**src/rtl/edit_distance_engine_macros.svh**
```systemverilog
// Assertion helpers for the edit distance engine.
// Both sample on clk_i and are off while rst_ni is low.
`ifndef EDIT_DISTANCE_ENGINE_MACROS_SVH
`define EDIT_DISTANCE_ENGINE_MACROS_SVH

// cons must hold in the same cycle as ante
`define EDE_ASSERT_SAME(label, ante, cons, msg) \
  label: assert property (@(posedge clk_i) disable iff (!rst_ni) (ante) |-> (cons)) \
    else $error(msg);

// cons must hold in the cycle after ante
`define EDE_ASSERT_NEXT(label, ante, cons, msg) \
  label: assert property (@(posedge clk_i) disable iff (!rst_ni) (ante) |=> (cons)) \
    else $error(msg);

`endif

```
**src/rtl/ede_pkg.sv**
```systemverilog
package ede_pkg;

  // action codes
  localparam logic [1:0] ACT_SRC     = 2'd0;
  localparam logic [1:0] ACT_TGT     = 2'd1;
  localparam logic [1:0] ACT_COMPUTE = 2'd2;

  localparam logic [6:0] SKIP_VALUE = 7'd100;
  localparam logic [6:0] GAP_RESET  = 7'd5;
  localparam logic [6:0] DIST_MAX   = 7'd127;

  typedef enum logic [5:0] {
    ST_IDLE    = 6'b000001,
    ST_INIT    = 6'b000010,
    ST_ROW     = 6'b000100,
    ST_CELL_RD = 6'b001000,
    ST_CELL_WR = 6'b010000,
    ST_DONE    = 6'b100000
  } ede_state_e;

endpackage

```
**src/rtl/edit_distance_engine.sv**
```systemverilog
// A skipped compute (gap over the limit) strobes its result in the cycle right after the
// transfer. Otherwise the table walk runs row-zero init, then per row one source fetch plus a
// read state and a write state per cell, then a report state; an empty source goes straight to
// the report state and an empty target skips the init. Throughput: one append per cycle while
// busy_o is low; busy_o is high for the whole table walk. Reset: async active low; lengths,
// dropped flag, sequencer cleared, gap limit back to 5. Receiver cannot stall.
`include "edit_distance_engine_macros.svh"

module edit_distance_engine
  import ede_pkg::*;
#(
  parameter int MAX_LEN = 64
) (
  input  logic       clk_i,
  input  logic       rst_ni,
  // command channel
  input  logic       start_i,
  output logic       busy_o,
  input  logic [1:0] action_i,
  input  logic [7:0] char_value_i,
  // gap limit register
  input  logic       gap_limit_we_i,
  input  logic [6:0] gap_limit_i,
  // result channel
  output logic       done_o,
  output logic [6:0] distance_o,
  output logic       skipped_o,
  output logic       overflow_o
);

  // LenW holds 0..MAX_LEN; IdxW addresses MAX_LEN entries.
  localparam int LenW = $clog2(MAX_LEN + 1);
  localparam int IdxW = (MAX_LEN > 1) ? $clog2(MAX_LEN) : 1;
  // common width for comparing lengths/costs against 7-bit quantities
  localparam int CmpW = (LenW > 7) ? LenW : 7;

  // ---------------------------------------------------------------------------------------
  // State
  // ---------------------------------------------------------------------------------------
  ede_state_e      state_q, state_d;
  logic [LenW-1:0] src_len_q, src_len_d;
  logic [LenW-1:0] tgt_len_q, tgt_len_d;
  logic            dropped_q, dropped_d;
  logic [6:0]      gap_limit_q;

  // row / column counters, both run from 1
  logic [LenW-1:0] i_q, i_d;
  logic [LenW-1:0] j_q, j_d;
  // DP registers: diag = previous row at j-1, left = current row at j-1
  logic [LenW-1:0] diag_q, diag_d;
  logic [LenW-1:0] left_q, left_d;

  logic            done_q, done_d;
  logic [6:0]      dist_q, dist_d;
  logic            skip_q, skip_d;
  logic            ovf_q, ovf_d;

  // Memories: character stores and one row of the cost table. Cost row entry j lives at
  // address j-1; column 0 is never stored since it is just the row number.
  logic [7:0]      src_mem [MAX_LEN];
  logic [7:0]      tgt_mem [MAX_LEN];
  logic [LenW-1:0] cost_mem [MAX_LEN];
  logic [7:0]      src_rd_q;
  logic [7:0]      tgt_rd_q;
  logic [LenW-1:0] cost_rd_q;

  // ---------------------------------------------------------------------------------------
  // Handshake decode
  // ---------------------------------------------------------------------------------------
  logic accept;
  logic src_full, tgt_full;
  logic src_wr, tgt_wr;
  assign accept   = start_i && (state_q == ST_IDLE);
  assign src_full = (src_len_q == LenW'(MAX_LEN));
  assign tgt_full = (tgt_len_q == LenW'(MAX_LEN));
  assign src_wr   = accept && (action_i == ACT_SRC) && !src_full;
  assign tgt_wr   = accept && (action_i == ACT_TGT) && !tgt_full;

  // length gap check: absolute difference, then compare
  logic [LenW-1:0] gap;
  logic            gap_too_big;
  assign gap         = (src_len_q >= tgt_len_q) ? (src_len_q - tgt_len_q)
                                                : (tgt_len_q - src_len_q);
  assign gap_too_big = CmpW'(gap) > CmpW'(gap_limit_q);

  // ---------------------------------------------------------------------------------------
  // Shared cell unit: compare chars, 3-way min, increment
  // ---------------------------------------------------------------------------------------
  logic [LenW-1:0] min_al, min3, cell_cost;
  assign min_al    = (cost_rd_q < left_q) ? cost_rd_q : left_q;
  assign min3      = (min_al < diag_q) ? min_al : diag_q;
  assign cell_cost = (src_rd_q == tgt_rd_q) ? diag_q : (min3 + 1'b1);

  // final distance, saturated to 7 bits
  logic [CmpW-1:0] left_ext;
  logic [6:0]      left_sat;
  assign left_ext = CmpW'(left_q);
  assign left_sat = (left_ext > CmpW'(DIST_MAX)) ? DIST_MAX : left_ext[6:0];

  logic cost_we;
  logic [IdxW-1:0] cost_addr;
  logic [LenW-1:0] cost_wdata;
  assign cost_we    = (state_q == ST_INIT) || (state_q == ST_CELL_WR);
  assign cost_addr  = IdxW'(j_q - 1'b1);
  assign cost_wdata = (state_q == ST_INIT) ? j_q : cell_cost;

  // ---------------------------------------------------------------------------------------
  // Sequencer
  // ---------------------------------------------------------------------------------------
  always_comb begin
    state_d   = state_q;
    src_len_d = src_len_q;
    tgt_len_d = tgt_len_q;
    dropped_d = dropped_q;
    i_d       = i_q;
    j_d       = j_q;
    diag_d    = diag_q;
    left_d    = left_q;
    done_d    = 1'b0;
    dist_d    = dist_q;
    skip_d    = skip_q;
    ovf_d     = ovf_q;

    case (state_q)
      ST_IDLE: begin
        if (accept) begin
          case (action_i)
            ACT_SRC: begin
              if (src_full) begin
                dropped_d = 1'b1;
              end else begin
                src_len_d = src_len_q + 1'b1;
              end
            end
            ACT_TGT: begin
              if (tgt_full) begin
                dropped_d = 1'b1;
              end else begin
                tgt_len_d = tgt_len_q + 1'b1;
              end
            end
            ACT_COMPUTE: begin
              if (gap_too_big) begin
                // no table walk: report right away and clear
                done_d    = 1'b1;
                dist_d    = SKIP_VALUE;
                skip_d    = 1'b1;
                ovf_d     = dropped_q;
                src_len_d = '0;
                tgt_len_d = '0;
                dropped_d = 1'b0;
              end else if (src_len_q == '0) begin
                // empty source: distance is the target length
                left_d  = tgt_len_q;
                state_d = ST_DONE;
              end else if (tgt_len_q == '0) begin
                i_d     = LenW'(1);
                state_d = ST_ROW;
              end else begin
                j_d     = LenW'(1);
                state_d = ST_INIT;
              end
            end
            default: begin
              // unused action: transfer taken, nothing happens
            end
          endcase
        end
      end

      ST_INIT: begin
        // row zero: cost[j] = j
        if (j_q == tgt_len_q) begin
          i_d     = LenW'(1);
          state_d = ST_ROW;
        end else begin
          j_d = j_q + 1'b1;
        end
      end

      ST_ROW: begin
        // source char fetched here, held for the whole row
        diag_d = i_q - 1'b1;
        left_d = i_q;
        j_d    = LenW'(1);
        if (tgt_len_q == '0) begin
          if (i_q == src_len_q) begin
            state_d = ST_DONE;
          end else begin
            i_d = i_q + 1'b1;
          end
        end else begin
          state_d = ST_CELL_RD;
        end
      end

      ST_CELL_RD: begin
        state_d = ST_CELL_WR;
      end

      ST_CELL_WR: begin
        left_d = cell_cost;
        diag_d = cost_rd_q;
        if (j_q == tgt_len_q) begin
          if (i_q == src_len_q) begin
            state_d = ST_DONE;
          end else begin
            i_d     = i_q + 1'b1;
            state_d = ST_ROW;
          end
        end else begin
          j_d     = j_q + 1'b1;
          state_d = ST_CELL_RD;
        end
      end

      ST_DONE: begin
        done_d    = 1'b1;
        dist_d    = left_sat;
        skip_d    = 1'b0;
        ovf_d     = dropped_q;
        src_len_d = '0;
        tgt_len_d = '0;
        dropped_d = 1'b0;
        state_d   = ST_IDLE;
      end

      default: begin
        state_d = ST_IDLE;
      end
    endcase
  end

  always_ff @(posedge clk_i or negedge rst_ni) begin
    if (!rst_ni) begin
      state_q     <= ST_IDLE;
      src_len_q   <= '0;
      tgt_len_q   <= '0;
      dropped_q   <= 1'b0;
      gap_limit_q <= GAP_RESET;
      done_q      <= 1'b0;
    end else begin
      state_q   <= state_d;
      src_len_q <= src_len_d;
      tgt_len_q <= tgt_len_d;
      dropped_q <= dropped_d;
      done_q    <= done_d;
      if (gap_limit_we_i) begin
        gap_limit_q <= gap_limit_i;
      end
    end
  end

  // datapath registers, no reset needed
  always_ff @(posedge clk_i) begin
    i_q    <= i_d;
    j_q    <= j_d;
    diag_q <= diag_d;
    left_q <= left_d;
    dist_q <= dist_d;
    skip_q <= skip_d;
    ovf_q  <= ovf_d;
  end

  // ---------------------------------------------------------------------------------------
  // Memories
  // ---------------------------------------------------------------------------------------
  always_ff @(posedge clk_i) begin
    if (src_wr) begin
      src_mem[IdxW'(src_len_q)] <= char_value_i;
    end
    if (state_q == ST_ROW) begin
      src_rd_q <= src_mem[IdxW'(i_q - 1'b1)];
    end
  end

  always_ff @(posedge clk_i) begin
    if (tgt_wr) begin
      tgt_mem[IdxW'(tgt_len_q)] <= char_value_i;
    end
    if (state_q == ST_CELL_RD) begin
      tgt_rd_q <= tgt_mem[cost_addr];
    end
  end

  always_ff @(posedge clk_i) begin
    if (cost_we) begin
      cost_mem[cost_addr] <= cost_wdata;
    end
    if (state_q == ST_CELL_RD) begin
      cost_rd_q <= cost_mem[cost_addr];
    end
  end

  // ---------------------------------------------------------------------------------------
  // Outputs
  // ---------------------------------------------------------------------------------------
  assign busy_o     = (state_q != ST_IDLE);
  assign done_o     = done_q;
  assign distance_o = dist_q;
  assign skipped_o  = skip_q;
  assign overflow_o = ovf_q;

  // ---------------------------------------------------------------------------------------
  // Assertions
  // ---------------------------------------------------------------------------------------
  `EDE_ASSERT_SAME(a_skip_value, done_o && skipped_o, distance_o == SKIP_VALUE,
                   "skipped result must carry the fixed distance")
  `EDE_ASSERT_SAME(a_cleared_on_result, done_o,
                   (src_len_q == '0) && (tgt_len_q == '0) && !dropped_q,
                   "strings not cleared when result is strobed")
  `EDE_ASSERT_SAME(a_col_range, state_q == ST_CELL_WR,
                   (j_q != '0) && (j_q <= tgt_len_q),
                   "column counter outside target length")
  `EDE_ASSERT_SAME(a_row_range, state_q == ST_ROW,
                   (i_q != '0) && (i_q <= src_len_q),
                   "row counter outside source length")
  `EDE_ASSERT_NEXT(a_done_strobe, state_q == ST_DONE, done_o && !skipped_o && !busy_o,
                   "table walk did not end in a result strobe")

endmodule
```
**config.mk**
```make
export PLATFORM = sky130hd
export DESIGN_NAME = edit_distance_engine
export DESIGN_NICKNAME = d
export VERILOG_FILES = /design/src/rtl/ede_pkg.sv /design/src/rtl/edit_distance_engine.sv
export VERILOG_INCLUDE_DIRS = /design/src /design/src/rtl
export SDC_FILE = /design/constraint.sdc
export NUM_CORES = 2
export LEC_CHECK = 0
export ABC_AREA = 1
export BUFFER_PORTS_ARGS = -buffer_cell sky130_fd_sc_hd__buf_2
export CAP_MARGIN = 15
export CELL_PAD_IN_SITES_DETAIL_PLACEMENT = 1
export CELL_PAD_IN_SITES_GLOBAL_PLACEMENT = 2
export CORE_ASPECT_RATIO = 1.2
export CORE_MARGIN = 3
export CORE_UTILIZATION = 50
export DETAILED_ROUTE_END_ITERATION = 8
export MAX_ROUTING_LAYER = met4
export PLACE_DENSITY = 0.93
export SLEW_MARGIN = 40
export SYNTH_ARGS = -nofsm -noshare
export SYNTH_HDL_FRONTEND = slang
export SYNTH_SLANG_ARGS = --single-unit
```
**constraint.sdc**
```tcl
create_clock -name clk_i -period 7.8 [get_ports clk_i]
set_clock_uncertainty 0.05 [all_clocks]
set_input_delay 0 -clock clk_i [delete_from_list [all_inputs] [get_ports clk_i]]
set_output_delay 0 -clock clk_i [all_outputs]
set_load 0.02 [all_outputs]
```
==> summary.txt <==
Run status
  • Outcome: complete, no violations

Setup path
  • Type of element launching the critical path: register
  • Data required time of the critical path: 8.22 ns
  • Critical Setup Path Class: reg2reg
  • Reg-to-Reg End: i_q[3]
  • Crit Path Max Fanout: 10
  • Type of destination of the critical path: register
  • Worst flop-to-flop path startpoint: src_len_q[3]
  • Number of cell instances on the worst register-to-register path: 22
  • Worst path arrival time: 5.60 ns
  • R2R setup slack: around 2.6 ns
  • Setup crit start: src_len_q[3]

Floorplan
  • Vertical die dimension: 392 um
  • Std-Cell Core Area: 123000 um2
  • Number of top-level pins: 32
  • Area of the die: approximately 130000 um2
  • Cell row count: 141
  • Die Width: 328 um
  • Starting utilization of the core area: 50.4%

Synthesis
  • Part of the Yosys area used for sequential elements: between 70% and 80%
  • Yosys top cell area share: 74.0%
  • Synth Flop Type: edfxtp_1
  • Number of enable-type register cells in the synthesized netlist: 1532
  • Post-synth net total: 4488
  • Post-Syn Area: roughly 62000 um2
  • Leading area contributor after synthesis: edfxtp_1
  • Synthesized area per cell: 14.1 um2
  • Synthesized flop and latch total: 1561
  • Share of flip-flops with an asynchronous set or reset: around 1.9%
  • Synth top area cells: edfxtp_1 (74%), nand2_1 (3.8%), nor2_1 (3.0%)
  • YS warnings: 0
  • Unique masters post-synth: 64
  • Post-Syn Instances: 4421

Timing
  • Unrepaired setup endpoints after global routing: false
  • Slew headroom: 28.7%
  • Slew Viols, Final: 0
  • Max Fclk: 193 MHz
  • Post-Route Setup TNS: 0 ns
  • Setup violations, final: 0
  • Worst slew pin tran: approximately 1.1 ns
  • Period Utilization, post-route: roughly 66%
  • Hold violation count in the final report: 0
  • Minimum clock period: 5.18 ns

Cells and area
  • Share of cells above drive strength 1: 10.5%
  • Fin nets: 4534
  • Relative area change from synthesis to final layout: 12.0%
  • Fillcell total: 11639
  • Post-route standard cell area excluding fillers: 69600 um2

GRT
  • Antenna violations before repair: 3
  • Global-route wire length before repair: 278000 um
  • Vias in the first global route: 41670
  • Maximum number of pins on one net before global-route repair: 200
  • Global router's overall resource usage: 30.1%
  • Sum of overflow across all layers after global routing: 0

Route
  • Top metal layer carrying routed signals: met4
  • Met3 WL: approximately 13000 um
  • DR iter-0 viols: 4439
  • Post-detailed-route via-to-cell ratio: 6.40
  • Routed WL: 189000 um
  • Pre-Repair DR Iteration Count: 5
  • Routed met2 length: approximately 96000 um
  • Vias after detailed routing: 39950
  • Detail Route Antenna Nets: 0
  • Routed wire per std cell: 30.3 um
  • DRC viols: 0
  • Wl on met1: 69000 um

Hold path
  • Worst hold path class: in2reg
  • Hold-critical path endpoint: gap_limit_q[2]
  • Count of cells along the worst hold path: 3
  • Hold path startpoint: gap_limit_we_i

Clocking
  • # resized after CTS: 0
  • Clock root buffer: clkbuf_16
  • Clock insertion delay at the later pin of the skew report: around 0.8 ns
  • Clock input transition at the sequential cells of the worst setup and hold paths: 0.06 ns
  • Number of buffers on the longest clock path: 3
  • Clock Sinks: 1561
  • Number of buffers created by CTS: 152
  • CTS H-Tree Depth: 4
  • CTS tree: yes

Power and ir drop
  • Pwr per Cell Area: 335 nW/um2
  • Lkg Pwr: between 20 and 25 nW
  • Worst ir drop on vdd: between 0.3 and 0.4 mV

Placement
  • Detailed placer's ending HPWL: 114000 um
  • Routability cong.: approximately 0.89
  • Port Buffers: 31
  • Post-place instance area: 64100 um2

Run
  • Max-cap viol count: 0
==> per-layer routing <==
| layer | global-route usage, % | up-vias |
|---|---|---|
| li1 | - | 16834 |
| met1 | 35.3 | 20481 |
| met2 | 49.6 | 2071 |
| met3 | 4.65 | 564 |
| met4 | 17.5 | 0 |
| met5 | - | - |
==> placed cells by master (no fill, tap or decap), drive strengths merged, types with 7 or more instances in the layout <==
cell         count
ha              44
nand4           64
dlygate4sd3     42
dfrtp           26
o221ai          83
clkinv          77
nor4            14
a221oi         152
mux2i           80
inv            186
nand3          147
o211ai          47
bufinv           7
nor3            55
nor2           500
xor2            28
a31oi           18
o21ai          224
clkbuf         195
a21oi          127
edfxtp        1532
o32ai           48
o22ai            9
buf             82
o2bb2ai          9
nand2          632
a22o           112
==> sequential cells by signal, indices dropped and copies added, names as in the netlist, 7 cells and up <==
name	count
j_q	7
diag_q	7
i_q	7
distance_o	7
left_ext	7
tgt_rd_q	8
src_mem	512
tgt_len_q	7
cost_rd_q	7
tgt_mem	512
gap_limit_q	7
cost_mem	448
src_rd_q	8
src_len_q	7
==> Yosys cell counts (80+ instances only) <==
cell,n
o21ai_0,219
edfxtp_1,1532
o221ai_1,83
nand3_1,137
a22o_1,112
nand2_1,626
a21oi_1,127
a221oi_1,152
inv_1,162
nor2_1,495
mux2i_1,80
clkbuf_1,122
==> repair_timing <==
action	4_1_cts	5_1_grt
hold buffers	43	0
buffers inserted	0	0
hold endpoints to repair	515	0
==> kinds of logic after synthesis <==
family / share of synthesized area (%)
xor+xnor: 0.511
flops: 75.2
fa+ha+maj: 0.950
mux: 1.34
simple gates: 9.60
compound gates: 9.71
buf+inv: 2.72
==> report_power, final <==
group | switching (mW) | total [mW] | internal (mW) | leakage (nW)
clock | 3.18 | 7.11 | 3.93 | 2.31
combinational | 4.58 | 6.20 | 1.62 | 6.54
sequential | 0.154 | 10.0 | 9.89 | 14.1
==> stage by stage <==
step                cells  setup slack [ns]  hold WS, ns  total power, mW  util [%]
global placement     5909              2.62       0.0498             15.9      51.9
detailed placement   5909              2.71       0.0474             16.2      52.0
finish               6239              2.62        0.113             23.4      56.5
CTS                  6231              2.68       0.0234             23.2      56.2
floorplan            4421              2.57       -0.346             13.7         -
global route         6239              2.16        0.140             24.2      56.5
==> how the worst max path moves through the flow <==
stage	endpoint	slack, ns	cells past startpoint
global route	cost_mem[44][2]	2.16	20
floorplan	cost_mem[0][2]	2.57	21
CTS	cost_mem[63][2]	2.68	20
finish	i_q[3]	2.62	22
global placement	cost_mem[57][4]	2.62	21
detailed placement	cost_mem[57][2]	2.71	20
==> worst max-delay path, cell delays in order, from the launching register on <==
cell and delay [ns]:
dfrtp_1 0.57, clkinv_1 0.34, ha_1 0.48, nand2_1 0.11, inv_1 0.04, a221oi_1 0.36, nor2_1 0.08, nor3_1 0.19
o21bai_2 0.18, o21ai_1 0.20, xor2_1 0.19, inv_1 0.08, ha_1 0.31, nand2_1 0.11, nor2_1 0.07, nand2_1 0.07
o211ai_1 0.10, nand2_1 0.16, a21oi_1 0.09, nor2_1 0.28, nand2_1 0.15, a2111oi_1 0.40, buf_4 0.25
==> layout make-up <==
cell class              instances  area [um2]  area share, %
clock buffers                 195        4070           5.85
well taps                    1644        2060           2.95
repair buffers                124        1170           1.68
flip-flops and latches       1561       46700           67.1
multi-input cells            2438       14200           20.4
diodes                          3        7.51         0.0108
clock inverters                84         651          0.935
inverters                     190         742           1.07
Power figures use the tool's default switching activity.
